`config.mk`:
```
export PLATFORM = sky130hd
export DESIGN_NAME = segmented_bump_allocator
export DESIGN_NICKNAME = d
export VERILOG_FILES = /design/src/rtl/sba_pkg.sv /design/src/rtl/sba_ram.sv /design/src/rtl/sba_round.sv /design/src/rtl/segmented_bump_allocator.sv
export VERILOG_INCLUDE_DIRS = /design/src /design/src/rtl
export SDC_FILE = /design/constraint.sdc
export NUM_CORES = 2
export LEC_CHECK = 0
export BUFFER_PORTS_ARGS = -buffer_cell sky130_fd_sc_hd__buf_4
export CAP_MARGIN = 20
export CORE_ASPECT_RATIO = 0.75
export CORE_MARGIN = 4
export CORE_UTILIZATION = 40
export CTS_CLUSTER_SIZE = 10
export DETAILED_ROUTE_END_ITERATION = 16
export PLACE_DENSITY = 0.65
export SYNTH_ARGS = -nofsm -noshare
export SYNTH_HDL_FRONTEND = slang
export SYNTH_SLANG_ARGS = --single-unit
export TNS_END_PERCENT = 1
```
`constraint.sdc`:
```
create_clock -name clk -period 11 [get_ports clk]
set_clock_uncertainty 0.2 [all_clocks]
set_input_delay 0.55 -clock clk [delete_from_list [all_inputs] [get_ports clk]]
set_output_delay 0.55 -clock clk [all_outputs]
set_load 0.05 [all_outputs]
```
`src/rtl/segmented_bump_allocator_defines.svh`:
```
// assertion macros for the segmented bump allocator
// expects clk and rst_n in the scope of the module that uses them
`ifndef SEGMENTED_BUMP_ALLOCATOR_DEFINES_SVH
`define SEGMENTED_BUMP_ALLOCATOR_DEFINES_SVH

// same-cycle implication, off during reset
`define SBA_ASSERT_HOLD(label, ante, cons) \
  label: assert property (@(posedge clk) disable iff (!rst_n) (ante) |-> (cons)) \
    else $error("sba assertion failed");

// next-cycle implication, off during reset
`define SBA_ASSERT_NEXT(label, ante, cons) \
  label: assert property (@(posedge clk) disable iff (!rst_n) (ante) |=> (cons)) \
    else $error("sba assertion failed");

`endif

```
`src/rtl/sba_pkg.sv`:
```
// shared widths, operation codes and register indexes of the segmented bump allocator
// no dependencies
`timescale 1ns / 1ps
`default_nettype none

package sba_pkg;

  localparam int KIND_W     = 3;
  localparam int REQ_W      = 32;
  localparam int ADDR_W     = 34;
  localparam int POS_W      = 33;
  localparam int FREE_W     = 35;
  localparam int CAP_W      = 32;
  localparam int SEG_CNT_W  = 3;
  localparam int BUDGET_W   = 34;
  localparam int CFG_IDX_W  = 3;
  localparam int CFG_DATA_W = 34;
  localparam int RND_W      = 33;
  localparam int IN_DATA_W  = 72;
  localparam int OUT_DATA_W = 72;

  localparam logic [KIND_W-1:0] KIND_ALLOC   = 3'd0;
  localparam logic [KIND_W-1:0] KIND_SAVE    = 3'd1;
  localparam logic [KIND_W-1:0] KIND_RESTORE = 3'd2;
  localparam logic [KIND_W-1:0] KIND_RESET   = 3'd3;
  localparam logic [KIND_W-1:0] KIND_QUERY   = 3'd4;

  localparam logic [CFG_IDX_W-1:0] CFG_SEG_COUNT = 3'd0;
  localparam logic [CFG_IDX_W-1:0] CFG_SEG_CAP   = 3'd1;
  localparam logic [CFG_IDX_W-1:0] CFG_RESERVE   = 3'd2;
  localparam logic [CFG_IDX_W-1:0] CFG_BUDGET    = 3'd3;
  localparam logic [CFG_IDX_W-1:0] CFG_THRESHOLD = 3'd4;

  localparam logic [SEG_CNT_W-1:0] SEG_CNT_RESET = 3'd1;
  localparam logic [CAP_W-1:0]     THRESH_RESET  = 32'(64 * 1024);

endpackage

`default_nettype wire

```
`src/rtl/sba_ram.sv`:
```
// generic single-write, single-read ram with registered read data
// no dependencies
`timescale 1ns / 1ps
`default_nettype none

module sba_ram #(
  parameter int WIDTH = 33,
  parameter int DEPTH = 4,
  localparam int AW = (DEPTH > 1) ? $clog2(DEPTH) : 1
) (
  input  logic             clk,
  input  logic             we,
  input  logic [AW-1:0]    waddr,
  input  logic [WIDTH-1:0] wdata,
  input  logic [AW-1:0]    raddr,
  output logic [WIDTH-1:0] rdata
);

  logic [WIDTH-1:0] mem [DEPTH];
  logic [WIDTH-1:0] rdata_r;

  always_ff @(posedge clk) begin
    if (we) begin
      mem[waddr] <= wdata;
    end
    rdata_r <= mem[raddr];
  end

  assign rdata = rdata_r;

endmodule

`default_nettype wire

```
`src/rtl/sba_round.sv`:
```
// rounds a request size down to a multiple of the alignment (caller adds align - 1)
// depends on sba_pkg; mask for power-of-two alignment, radix-16 remainder otherwise
`timescale 1ns / 1ps
`default_nettype none

module sba_round #(
  parameter int ALIGN = 8
) (
  input  logic                    clk,
  input  logic                    rst_n,
  input  logic                    start,
  input  logic [sba_pkg::RND_W-1:0] x,
  output logic                    done,
  output logic [sba_pkg::RND_W-1:0] y
);

  import sba_pkg::*;

  generate
    if ((ALIGN & (ALIGN - 1)) == 0) begin : g_pow2
      logic             done_r;
      logic [RND_W-1:0] y_r;

      always_ff @(posedge clk) begin
        if (!rst_n) begin
          done_r <= 1'b0;
        end else begin
          done_r <= start;
        end
        if (start) begin
          y_r <= x & ~RND_W'(ALIGN - 1);
        end
      end

      assign done = done_r;
      assign y    = y_r;
    end else begin : g_div
      localparam int STEPS = (RND_W + 3) / 4;
      localparam int PW    = STEPS * 4;
      localparam int RW    = $clog2(ALIGN) + 1;
      localparam int CNTW  = $clog2(STEPS + 1);

      logic [RND_W-1:0] x_r;
      logic [PW-1:0]    sh_r;
      logic [RW-1:0]    rem_r;
      logic [RW-1:0]    rem_nxt;
      logic [CNTW-1:0]  cnt_r;
      logic             busy_r;
      logic             done_r;

      // four dividend bits per cycle, msb first
      always_comb begin
        rem_nxt = rem_r;
        for (int k = 0; k < 4; k++) begin
          rem_nxt = {rem_nxt[RW-2:0], sh_r[PW-1-k]};
          if (rem_nxt >= RW'(ALIGN)) begin
            rem_nxt = rem_nxt - RW'(ALIGN);
          end
        end
      end

      always_ff @(posedge clk) begin
        if (!rst_n) begin
          busy_r <= 1'b0;
          done_r <= 1'b0;
          cnt_r  <= '0;
        end else begin
          done_r <= 1'b0;
          if (start) begin
            busy_r <= 1'b1;
            cnt_r  <= '0;
          end else if (busy_r) begin
            cnt_r <= cnt_r + CNTW'(1);
            if (cnt_r == CNTW'(STEPS - 1)) begin
              busy_r <= 1'b0;
              done_r <= 1'b1;
            end
          end
        end
        if (start) begin
          x_r   <= x;
          sh_r  <= PW'(x);
          rem_r <= '0;
        end else if (busy_r) begin
          rem_r <= rem_nxt;
          sh_r  <= sh_r << 4;
        end
      end

      assign done = done_r;
      assign y    = x_r - RND_W'(rem_r);
    end
  endgenerate

endmodule

`default_nettype wire

```
`src/rtl/segmented_bump_allocator.sv`:
```
// sequence: an accepted item goes to the size rounder (allocate only), then one fill ram read
// step and one evaluate step per segment visited, then finish and done; kinds without a walk,
// or an empty segment count, go straight to finish, and the result is registered in done
// throughput: one item at a time; next item accepted once the result is registered
// reset: synchronous active low; per-entry valid bits make all positions read as zero
`timescale 1ns / 1ps
`default_nettype none
`include "segmented_bump_allocator_defines.svh"

module segmented_bump_allocator #(
  parameter int NUM_SEGMENTS = 4,
  parameter int ALIGN_BYTES  = 8
) (
  input  logic                             clk,
  input  logic                             rst_n,
  input  logic                             in_tvalid,
  output logic                             in_tready,
  // request_bytes [31:0], query_address [65:32], zero pad
  input  logic [sba_pkg::IN_DATA_W-1:0]    in_tdata,
  // kind
  input  logic [sba_pkg::KIND_W-1:0]       in_tuser,
  output logic                             out_tvalid,
  input  logic                             out_tready,
  // granted, block_address, overflow_error, exhausted, free_bytes, in_pool
  output logic [sba_pkg::OUT_DATA_W-1:0]   out_tdata,
  input  logic                             cfg_we,
  input  logic [sba_pkg::CFG_IDX_W-1:0]    cfg_index,
  input  logic [sba_pkg::CFG_DATA_W-1:0]   cfg_wdata
);

  import sba_pkg::*;

  localparam int IW = (NUM_SEGMENTS > 1) ? $clog2(NUM_SEGMENTS) : 1;
  localparam int CW = $clog2(NUM_SEGMENTS + 1);
  localparam int NW = (CW > SEG_CNT_W) ? CW : SEG_CNT_W;
  localparam int BW = IW + ADDR_W;

  typedef enum logic [5:0] {
    S_IDLE = 6'b000001,
    S_RND  = 6'b000010,
    S_RD   = 6'b000100,
    S_EV   = 6'b001000,
    S_FIN  = 6'b010000,
    S_DONE = 6'b100000
  } state_t;

  state_t state_r;

  logic [SEG_CNT_W-1:0] seg_cnt_r;
  logic [CAP_W-1:0]     cap_r;
  logic [CAP_W-1:0]     res_r;
  logic [BUDGET_W-1:0]  budget_r;
  logic [CAP_W-1:0]     thr_r;

  logic [KIND_W-1:0]    kind_r;
  logic [ADDR_W-1:0]    q_r;
  logic [REQ_W-1:0]     blk_r;
  logic                 ovf_r;
  logic                 granted_r;
  logic [ADDR_W-1:0]    addr_r;
  logic                 inpool_r;
  logic [CAP_W-1:0]     max_r;
  logic [NW-1:0]        idx_r;
  logic [BW-1:0]        base_r;
  logic [FREE_W-1:0]    free_r;
  logic [FREE_W-1:0]    sfree_r;
  logic                 exh_r;
  logic [NUM_SEGMENTS-1:0] fill_vld_r;
  logic [NUM_SEGMENTS-1:0] save_vld_r;
  logic                 out_valid_r;
  logic [OUT_DATA_W-1:0] out_data_r;

  logic              accept;
  logic              walk_kind;
  logic [NW-1:0]     n_seg;
  logic [NW-1:0]     idx_nx;
  logic              last_seg;
  logic [CAP_W-1:0]  cap_less_res;
  logic [CAP_W-1:0]  end_v;
  logic [POS_W-1:0]  fill_rdata;
  logic [POS_W-1:0]  save_rdata;
  logic [POS_W-1:0]  fill_v;
  logic [POS_W-1:0]  save_v;
  logic [POS_W-1:0]  room_diff;
  logic [CAP_W-1:0]  room_v;
  logic              fits;
  logic [BW-1:0]     addr_sum;
  logic [BW-1:0]     q_ext;
  logic              q_hit;
  logic              stop_walk;
  logic              fill_we;
  logic [POS_W-1:0]  fill_wdata;
  logic              save_we;
  logic              rnd_start;
  logic              rnd_done;
  logic [RND_W-1:0]  rnd_x;
  logic [RND_W-1:0]  rnd_y;

  assign accept    = in_tvalid && in_tready;
  assign in_tready = (state_r == S_IDLE);
  assign walk_kind = (in_tuser == KIND_SAVE) || (in_tuser == KIND_RESTORE) ||
                     (in_tuser == KIND_QUERY);

  assign n_seg  = (NW'(seg_cnt_r) > NW'(NUM_SEGMENTS)) ? NW'(NUM_SEGMENTS) : NW'(seg_cnt_r);
  assign idx_nx = idx_r + NW'(1);
  assign last_seg = (idx_nx == n_seg);

  assign cap_less_res = (cap_r >= res_r) ? (cap_r - res_r) : '0;
  assign end_v        = last_seg ? cap_less_res : cap_r;

  assign fill_v = fill_vld_r[idx_r[IW-1:0]] ? fill_rdata : '0;
  assign save_v = save_vld_r[idx_r[IW-1:0]] ? save_rdata : '0;

  assign room_diff = {1'b0, end_v} - fill_v;
  assign room_v    = ({1'b0, end_v} > fill_v) ? room_diff[CAP_W-1:0] : '0;
  assign fits      = (FREE_W'(blk_r) <= free_r) && (blk_r <= room_v);
  assign addr_sum  = base_r + BW'(fill_v);
  assign q_ext     = BW'(q_r);
  assign q_hit     = (q_ext >= base_r) && (q_ext < base_r + BW'(end_v));

  assign stop_walk = last_seg || ((kind_r == KIND_ALLOC) && fits) ||
                     ((kind_r == KIND_QUERY) && q_hit);

  assign fill_we    = (state_r == S_EV) &&
                      (((kind_r == KIND_ALLOC) && fits) || (kind_r == KIND_RESTORE));
  assign fill_wdata = (kind_r == KIND_RESTORE) ? save_v : (fill_v + POS_W'(blk_r));
  assign save_we    = (state_r == S_EV) && (kind_r == KIND_SAVE);

  assign rnd_start = accept && (in_tuser == KIND_ALLOC);
  assign rnd_x     = RND_W'(in_tdata[REQ_W-1:0]) + RND_W'(ALIGN_BYTES - 1);

  sba_round #(
    .ALIGN (ALIGN_BYTES)
  ) u_round (
    .clk   (clk),
    .rst_n (rst_n),
    .start (rnd_start),
    .x     (rnd_x),
    .done  (rnd_done),
    .y     (rnd_y)
  );

  sba_ram #(
    .WIDTH (POS_W),
    .DEPTH (NUM_SEGMENTS)
  ) u_fill_ram (
    .clk   (clk),
    .we    (fill_we),
    .waddr (idx_r[IW-1:0]),
    .wdata (fill_wdata),
    .raddr (idx_r[IW-1:0]),
    .rdata (fill_rdata)
  );

  sba_ram #(
    .WIDTH (POS_W),
    .DEPTH (NUM_SEGMENTS)
  ) u_save_ram (
    .clk   (clk),
    .we    (save_we),
    .waddr (idx_r[IW-1:0]),
    .wdata (fill_v),
    .raddr (idx_r[IW-1:0]),
    .rdata (save_rdata)
  );

  always_ff @(posedge clk) begin
    if (!rst_n) begin
      seg_cnt_r <= SEG_CNT_RESET;
      cap_r     <= '0;
      res_r     <= '0;
      budget_r  <= '0;
      thr_r     <= THRESH_RESET;
    end else if (cfg_we) begin
      unique case (cfg_index)
        CFG_SEG_COUNT: seg_cnt_r <= cfg_wdata[SEG_CNT_W-1:0];
        CFG_SEG_CAP:   cap_r     <= cfg_wdata[CAP_W-1:0];
        CFG_RESERVE:   res_r     <= cfg_wdata[CAP_W-1:0];
        CFG_BUDGET:    budget_r  <= cfg_wdata[BUDGET_W-1:0];
        CFG_THRESHOLD: thr_r     <= cfg_wdata[CAP_W-1:0];
        default: begin
        end
      endcase
    end
  end

  always_ff @(posedge clk) begin
    if (!rst_n) begin
      state_r     <= S_IDLE;
      free_r      <= '0;
      sfree_r     <= '0;
      exh_r       <= 1'b0;
      fill_vld_r  <= '0;
      save_vld_r  <= '0;
      out_valid_r <= 1'b0;
      granted_r   <= 1'b0;
      ovf_r       <= 1'b0;
      inpool_r    <= 1'b0;
      idx_r       <= '0;
    end else begin
      if (out_valid_r && out_tready && (state_r != S_DONE)) begin
        out_valid_r <= 1'b0;
      end
      unique case (state_r)
        S_IDLE: begin
          if (accept) begin
            kind_r    <= in_tuser;
            q_r       <= in_tdata[REQ_W+ADDR_W-1:REQ_W];
            granted_r <= 1'b0;
            ovf_r     <= 1'b0;
            inpool_r  <= 1'b0;
            addr_r    <= '0;
            max_r     <= '0;
            idx_r     <= '0;
            base_r    <= '0;
            if (in_tuser == KIND_ALLOC) begin
              state_r <= S_RND;
            end else if (walk_kind && (n_seg != '0)) begin
              state_r <= S_RD;
            end else begin
              state_r <= S_FIN;
            end
          end
        end
        S_RND: begin
          if (rnd_done) begin
            blk_r <= rnd_y[REQ_W-1:0];
            if (rnd_y[RND_W-1]) begin
              ovf_r   <= 1'b1;
              state_r <= S_FIN;
            end else if (n_seg != '0) begin
              state_r <= S_RD;
            end else begin
              state_r <= S_FIN;
            end
          end
        end
        S_RD: begin
          state_r <= S_EV;
        end
        S_EV: begin
          if (fill_we) begin
            fill_vld_r[idx_r[IW-1:0]] <= 1'b1;
          end
          if (save_we) begin
            save_vld_r[idx_r[IW-1:0]] <= 1'b1;
          end
          if ((kind_r == KIND_ALLOC) && fits) begin
            granted_r <= 1'b1;
            addr_r    <= addr_sum[ADDR_W-1:0];
            free_r    <= free_r - FREE_W'(blk_r);
          end else if ((kind_r == KIND_ALLOC) && (room_v > max_r)) begin
            max_r <= room_v;
          end
          if ((kind_r == KIND_QUERY) && q_hit) begin
            inpool_r <= 1'b1;
          end
          if (stop_walk) begin
            state_r <= S_FIN;
          end else begin
            idx_r   <= idx_nx;
            base_r  <= base_r + BW'(cap_r);
            state_r <= S_RD;
          end
        end
        S_FIN: begin
          unique case (kind_r)
            KIND_ALLOC: begin
              if (!ovf_r && !granted_r && (max_r < thr_r)) begin
                exh_r <= 1'b1;
              end
            end
            KIND_SAVE: begin
              sfree_r <= free_r;
            end
            KIND_RESTORE: begin
              free_r <= sfree_r;
              exh_r  <= 1'b0;
            end
            KIND_RESET: begin
              fill_vld_r <= '0;
              free_r     <= FREE_W'(budget_r);
              exh_r      <= 1'b0;
            end
            default: begin
            end
          endcase
          state_r <= S_DONE;
        end
        S_DONE: begin
          if (!out_valid_r || out_tready) begin
            out_valid_r <= 1'b1;
            out_data_r  <= {inpool_r, free_r[ADDR_W-1:0], exh_r, ovf_r, addr_r, granted_r};
            state_r     <= S_IDLE;
          end
        end
        default: begin
          state_r <= S_IDLE;
        end
      endcase
    end
  end

  assign out_tvalid = out_valid_r;
  assign out_tdata  = out_data_r;

  `SBA_ASSERT_NEXT(a_accept_leaves_idle, in_tvalid && in_tready, state_r != S_IDLE)
  `SBA_ASSERT_NEXT(a_done_waits, (state_r == S_DONE) && out_valid_r && !out_tready, state_r == S_DONE)
  `SBA_ASSERT_NEXT(a_fin_to_done, state_r == S_FIN, state_r == S_DONE)
  `SBA_ASSERT_HOLD(a_grant_no_ovf, granted_r, !ovf_r)

endmodule

`default_nettype wire

```
# == Yosys cells after proc, flatten, opt, wreduce, memory -nomap -nowiden ==
# Memories as Yosys holds them, arrays and structs flattened. A register that Yosys moved wholly into a read port is not among the register bits.
# Index checks and enable logic that the tools add are counted.
# word_totals
regBits,496
latch_bits,0
ram_bits,264
romBits,0
inputBits,117
out_inout_bits,74
wordCells,193
memories,2
# op_classes
addsub,9
mul,0
n_div,0
magnitude_cmp,11
eq_ne,32
n_shift,0
muxes,58
bitwise,2
n_reduce_logical,54
# memory_table
name,depth,width,read_ports,rd_clocked_by_memory_dff,write_ports,line_no,text
u_fill_ram.mem,4,33,1,1,1,sba_ram.sv:19,logic [WIDTH-1:0] mem [DEPTH];
u_save_ram.mem,4,33,1,1,1,sba_ram.sv:19,
# op_table
op,n
32-bit 2-to-1 mux,6
35-bit case mux with 2 select lines,2
33-bit 2-to-1 mux,3
36-bit by 32-bit adder with 36-bit output,2
36-bit 2-to-1 mux,2
36-bit case mux with 2 select lines,1
34-bit 2-to-1 mux,2
34-bit case mux with 2 select lines,1
32-bit case mux with 2 select lines,1
32-bit subtractor,2
34-bit by 36-bit greater-or-equal comparator with 1-bit output,1
34-bit by 36-bit < comparator with 1-bit output,1
6-bit case mux with 6 select lines,1
32-bit by 35-bit <= comparator with 1-bit output,1
35-bit 2-to-1 mux,1
35-bit by 32-bit subtractor with 35-bit output,1
34-bit by 33-bit adder with 34-bit output,1
"32-bit by 3-bit adder with 33-bit output, second input constant",1
33-bit by 32-bit adder with 33-bit output,1
32-bit by 33-bit > comparator with 1-bit output,1
32-bit greater-or-equal comparator,1
32-bit > comparator,1
32-bit <= comparator,1
32-bit < comparator,1
other kinds (40),130

# == Depth between registers and ports, before layout ==
# depth
depth_word,13
ltp_mapped,42

# == Cells and area by module ==
# A second synthesis with hierarchy kept.
# unflattened
hier_cells,4445
area_unflattened_um2,45615.0
# by_module_without_submodules
module,instances,cells_each,area_per_inst_um2
segmented_bump_allocator,1,3989,33661.0
sba_ram,2,210,5500.3
sba_round,1,36,953.4

# == Worst setup path after synthesis ==
# OpenSTA, ideal clock, no wires.
# synth_path
path_kind,register to register
from,reg idx_r[0]
to,"reg base_r[0], enable pin"
setup_time_ns,0.441
arrival_time_ns,9.643
t_required_ns,10.359
slack_ns,0.716
path_stages_with_launch,37
path_buffers,5
cell_sequence,dfxtp_1 > buf_2 > buf_1 > buf_1 > inv_1 > ha_1 > xor2_1 > nor3_1 > a21oi_1 > or4_1 > o22ai_1 > inv_1 > clkbuf_1 > o21ai_0 > ha_1 > a21o_1 > a21oi_1 > o21bai_1 > a211oi_1 > nor2_1 > a21oi_1 > a21oi_1 > a41o_1 > a221oi_1 > xnor2_1 > nand2_1 > ha_1 > and3_1 > nand4_1 > nor4_1 > a21boi_0 > or3_1 > a211o_1 > and3b_1 > clkbuf_1 > nand2_1 > a21oi_1
# synth_via
elab_chain_cells,12
# synth_rtl
item,line_no,text
start: declaration,segmented_bump_allocator.sv:63,logic [NW-1:0] idx_r;
start signal: assignment,segmented_bump_allocator.sv:261,idx_r <= idx_nx;
3-bit by 1-bit adder with 3-bit output or 1-bit binary-select mux with 2-bit select (tied branches),"segmented_bump_allocator.sv:105, segmented_bump_allocator.sv:111",
3-bit equality test or 1-bit 2-to-1 mux (tied branches),"segmented_bump_allocator.sv:106, segmented_bump_allocator.sv:111",
32-bit 2-to-1 mux or 33-bit 2-to-1 mux (tied branches),"segmented_bump_allocator.sv:109, segmented_bump_allocator.sv:111",
32-bit subtractor or 32-bit by 33-bit > comparator with 1-bit output (tied branches),"segmented_bump_allocator.sv:114, segmented_bump_allocator.sv:115",
32-bit 2-to-1 mux,segmented_bump_allocator.sv:115,"assign room_v = ({1'b0, end_v} > fill_v) ? room_diff[CAP_W-1:0] : '0;"
32-bit <= comparator,segmented_bump_allocator.sv:116,assign fits = (FREE_W'(blk_r) <= free_r) && (blk_r <= room_v);
1-bit logical AND,segmented_bump_allocator.sv:116,
1-bit logical AND,segmented_bump_allocator.sv:121,assign stop_walk = last_seg || ((kind_r == KIND_ALLOC) && fits) ||
1-bit logical OR,segmented_bump_allocator.sv:121,
1-bit logical OR *,segmented_bump_allocator.sv:121,
2-bit inequality test (no line) *,-,
4-bit AND reduction (no line) *,-,
end signal: assignment,segmented_bump_allocator.sv:262,base_r <= base_r + BW'(cap_r);
end: declaration,segmented_bump_allocator.sv:64,logic [BW-1:0] base_r;
# Mark *: on every way between the ends. The rest lies on a longest branch, timed or not. The select of a mux whose other input is x is not followed.
# A chain may end at the register's enable or synchronous reset.

# == Worst setup path in the final report ==
# layout_path
from,reg cap_r[0]
to,"mem u_fill_ram.mem[3][12], enable pin"
# layout_via
elab_chain_cells,12
# layout_rtl
item,line_no,text
start: declaration,segmented_bump_allocator.sv:50,logic [CAP_W-1:0] cap_r;
start signal: assignment,segmented_bump_allocator.sv:177,CFG_SEG_CAP: cap_r <= cfg_wdata[CAP_W-1:0];
32-bit subtractor or 32-bit greater-or-equal comparator (tied branches),segmented_bump_allocator.sv:108,assign cap_less_res = (cap_r >= res_r) ? (cap_r - res_r) : '0;
32-bit 2-to-1 mux,segmented_bump_allocator.sv:108,
32-bit 2-to-1 mux *,segmented_bump_allocator.sv:109,assign end_v = last_seg ? cap_less_res : cap_r;
32-bit subtractor or 32-bit by 33-bit > comparator with 1-bit output (tied branches),"segmented_bump_allocator.sv:114, segmented_bump_allocator.sv:115",
32-bit 2-to-1 mux *,segmented_bump_allocator.sv:115,
32-bit <= comparator *,segmented_bump_allocator.sv:116,
1-bit logical AND *,segmented_bump_allocator.sv:116,
1-bit logical AND *,segmented_bump_allocator.sv:125,(((kind_r == KIND_ALLOC) && fits) || (kind_r == KIND_RESTORE));
1-bit logical OR *,segmented_bump_allocator.sv:125,
1-bit logical AND *,segmented_bump_allocator.sv:124,assign fill_we = (state_r == S_EV) &&
1-bit 2-to-1 mux *,sba_ram.sv:23,if (we) begin
1-bit 2-to-1 mux (not written as such) *,sba_ram.sv:24,mem[waddr] <= wdata;
end: declaration,sba_ram.sv:19,
# Mark *: on every way between the ends. The rest lies on a longest branch, timed or not.

==> flow_summary.json <==
{
  "status": "completed",
  "finalNetCount": 5137,
  "finalSetupViolCount": 0,
  "cts_buffers": 94,
  "vias": 34100,
  "htree_levels": 3,
  "synth.mux.area_fraction_pct": 3.65,
  "drt_iter0_markers": 3784,
  "dpl.cell_count": 5881,
  "max_clock_freq_ghz": 0.102,
  "crit_required_ps": 11130,
  "core_area_um2": 110000,
  "finalHoldViolations": 0,
  "wl_met2_um": 58000,
  "grt_pass1_vias": 31800,
  "placementRows": 105,
  "grtUsageTotal_pct": 22.8,
  "die_y_um": 297,
  "drv_slew": 0,
  "clkSinkCount": 826,
  "synth-edff-count": 534,
  "ys_ff_latch": 826,
  "dr.pass1.iters": 6,
  "synth_top_family_by_area": "compound AO/OA/AOI/OAI gates",
  "port_buffers": 184,
  "grt_overflow": 0,
  "post-route-min-period_ps": 9810,
  "timing.final.crit_share_pct": 89.2,
  "start_util_pct": 40.5,
  "endpoint_kind": "flip-flop",
  "dp_hpwl_um": 98500,
  "syn_area_per_cell_um2": 10.3,
  "drive_gt1_share_pct": 10.1,
  "insertion_delay_ps": 680,
  "gp_congestion": 0.936,
  "grt_antenna_before_repair": 11,
  "ir_drop_mv": 0.137,
  "die-area_um2": 117000,
  "synthCells": 4331,
  "crit_type": "flip-flop to flip-flop",
  "ios": 191,
  "cts_resized": 0,
  "synth.distinct_cells": 75,
  "drt-total-wl_um": 136000,
  "fillers": 10100,
  "power.density_nw_per_um2": 174,
  "grt_pass1_wl_um": 199000,
  "slew_headroom_pct": 31.4,
  "power.leakage_nw": 20.6,
  "postRouteAntennaNets": 0,
  "crit_fanout": 28,
  "area_growth_syn_to_layout_pct": 16.2,
  "top_layer_used": "met5",
  "synthAdderAreaFrac_pct": 11.1,
  "hp-class": "input pin to flip-flop",
  "path_clk_slew_ps": 60,
  "wl_met1_um": 57700,
  "worstMarginPinSlew_ps": 1030,
  "synthFlopType": "edfxtp_1",
  "synthXorXnorAreaFrac_pct": 4.26,
  "drc": 0,
  "grt_max_degree": 94,
  "max_stage_delay_ps": 460,
  "cp.arrival_ps": 9950,
  "synth-seq-area-share_pct": 49.2,
  "syn-num-nets": 4837,
  "wl_met3_um": 14300,
  "synth-simple-area-share_pct": 13.3,
  "syn_area_um2": 44400,
  "synth-compound-area-share_pct": 14.8,
  "finalSetupTns_ps": 0,
  "async_reset_ff_share_pct": 0,
  "die_w_um": 393,
  "final_cells": 6154,
  "drv_cap": 0,
  "startpoint_type": "flip-flop",
  "ys.warnings.count": 0,
  "grt_setup_unrepaired": "false",
  "cp_slowest_cell": "ha_1",
  "vias_per_cell": 5.55,
  "clockBufferDepth": 3,
  "wire_per_inst_um": 22.0,
  "root_buffer": "clkbuf_16",
  "cts_tree": "yes"
}
-- synth_stat cells (all sizes together), types with 5 or more instances --
library cell,number,area share (%)
or2,17,0.24
xnor2,116,2.3
fa,7,0.32
o21a,34,0.57
nand4,51,0.72
and2,30,0.42
a31oi,24,0.34
a21o,158,2.7
nor3b,7,0.12
a211o,12,0.24
o21bai,26,0.44
nand3b,7,0.12
nand3,101,1.1
a22o,7,0.14
nand2b,46,0.65
a31o,8,0.16
a2111oi,8,0.16
mux2i,9,0.20
nand2,614,5.2
o21ai,197,2.2
ha,382,11
dfxtp,292,13
and3,37,0.52
a311oi,7,0.14
and4,7,0.14
nor2b,48,0.68
a21boi,11,0.19
inv,290,2.4
nor3,56,0.63
buf,23,0.22
clkbuf,124,1.0
edfxtp,534,36
a211oi,52,0.89
mux4,68,3.4
a21oi,452,5.1
nor2,246,2.1
o2111ai,5,0.099
xor2,100,2.0
o211ai,14,0.24
o31ai,15,0.25
a221oi,5,0.099
or3,13,0.18
nor4,15,0.21
-- cell type report --
type / count / area [um^2] / share of cell area (%)
flip-flops and latches: 826 / 21900 / 42.4
multi-input cells: 3067 / 21000 / 40.6
repair buffers: 351 / 3020 / 5.85
clock buffers: 164 / 2670 / 5.16
well taps: 1444 / 1810 / 3.50
inverters: 291 / 1100 / 2.13
clock inverters: 8 / 156 / 0.303
diodes: 3 / 7.51 / 0.0145
-- layout by cell type (no fill, tap or decap), types with 8 or more instances in the layout --
master / netlist / layout
a211o_1: 12 / 12
buf_12: 0 / 10
buf_4: 1 / 243
or2_2: 16 / 16
nor2b_1: 48 / 48
o21a_1: 34 / 34
o21ai_0: 193 / 193
a21o_1: 158 / 158
o31ai_1: 15 / 15
and2_1: 30 / 30
nand3_1: 101 / 101
dfxtp_1: 292 / 290
mux2i_1: 9 / 9
nand2b_1: 46 / 46
clkbuf_1: 124 / 65
edfxtp_1: 534 / 534
o21bai_1: 26 / 26
dlygate4sd3_1: 0 / 96
inv_1: 289 / 289
nor3_1: 56 / 56
a31o_2: 8 / 8
nor2_1: 246 / 241
xor2_1: 100 / 100
or3_1: 13 / 13
a2111oi_0: 8 / 8
a21boi_0: 11 / 11
a21oi_1: 452 / 449
o211ai_1: 14 / 14
nand4_1: 51 / 51
clkbuf_16: 0 / 94
ha_1: 382 / 382
nor4_1: 15 / 14
xnor2_1: 116 / 116
and3_1: 37 / 36
mux4_2: 68 / 68
a31oi_1: 24 / 24
nand2_1: 614 / 613
a211oi_1: 51 / 51
-- worst paths after layout --
check	endpoint	startpoint	slack (ps)	cells past startpoint
max reg2reg	u_fill_ram.mem[3][12]	cap_r[0]	1190	40
min reg2reg	out_tdata[1]	addr_r[0]	210	0
max	u_fill_ram.mem[3][12]	cap_r[0]	1190	40
min	u_round.y[3]	in_tdata[3]	40	2
-- what timing repair did --
item / CTS / global route
buffers inserted: 0 / 0
endpoints found under the hold margin: 159 / 0
hold buffers: 96 / 0
setup endpoints to repair: 0 / 0
-- cells by family (layout without fill, tap and decap cells) --
family | after synthesis | in the layout
AND/OR/NAND/NOR | 1307 | 1307
other | 0 | 3
multiplexers | 77 | 77
flip-flops | 826 | 826
buffers and inverters | 438 | 814
adder cells (fa/ha/maj) | 390 | 390
AO/OA/AOI/OAI | 1077 | 1077
XOR/XNOR | 216 | 216
-- flip-flops by register name (all words and copies together), names as in the netlist, 33 cells and up --
| name | flops |
|---|---|
| u_save_ram.mem | 132 |
| free_r | 35 |
| out_tdata | 72 |
| u_fill_ram.mem | 132 |
| q_r | 34 |
| u_save_ram.rdata | 33 |
| budget_r | 34 |
| sfree_r | 35 |
| addr_r | 34 |
| base_r | 36 |
| u_fill_ram.rdata | 33 |
-- critical path: cells and delay by family, from the launching register on --
kind	cells	cell delay, ps
compound gates	17	4130
simple gates	10	2010
fa+ha+maj	4	1320
buf+inv	8	1190
flops	1	330
xor+xnor	1	270
-- per-stage QoR --
| step | setup slack, ps | utilization (%) | cell area (um^2) | hold slack, ps | total power [mW] |
|---|---|---|---|---|---|
| floorplan | 716 | - | 44400 | 200 | 5.29 |
| global placement | 1480 | 43.5 | 47800 | 203 | 6.04 |
| detailed placement | 1350 | 43.5 | 47800 | 205 | 6.07 |
| CTS | 1290 | 47.0 | 51600 | 0.904 | 9.01 |
| global route | 564 | 47.0 | 51600 | 10.2 | 9.51 |
| finish | 1190 | 47.0 | 51600 | 39.6 | 9.01 |
-- power breakdown --
group / switching (mW) / total (mW) / internal (mW)
logic: 1.56 / 2.64 / 1.08
clock network: 1.26 / 2.90 / 1.64
registers: 0.0836 / 3.46 / 3.38
total: 2.91 / 9.01 / 6.10
-- layer usage --
layer | track usage [%] | vias up
met5 | 0 | -
met4 | 8.50 | 2
met3 | 6.96 | 232
met2 | 33.9 | 1367
met1 | 31.4 | 16300
li1 | - | 16300
Note: power is estimated with default switching activity, not from simulation.
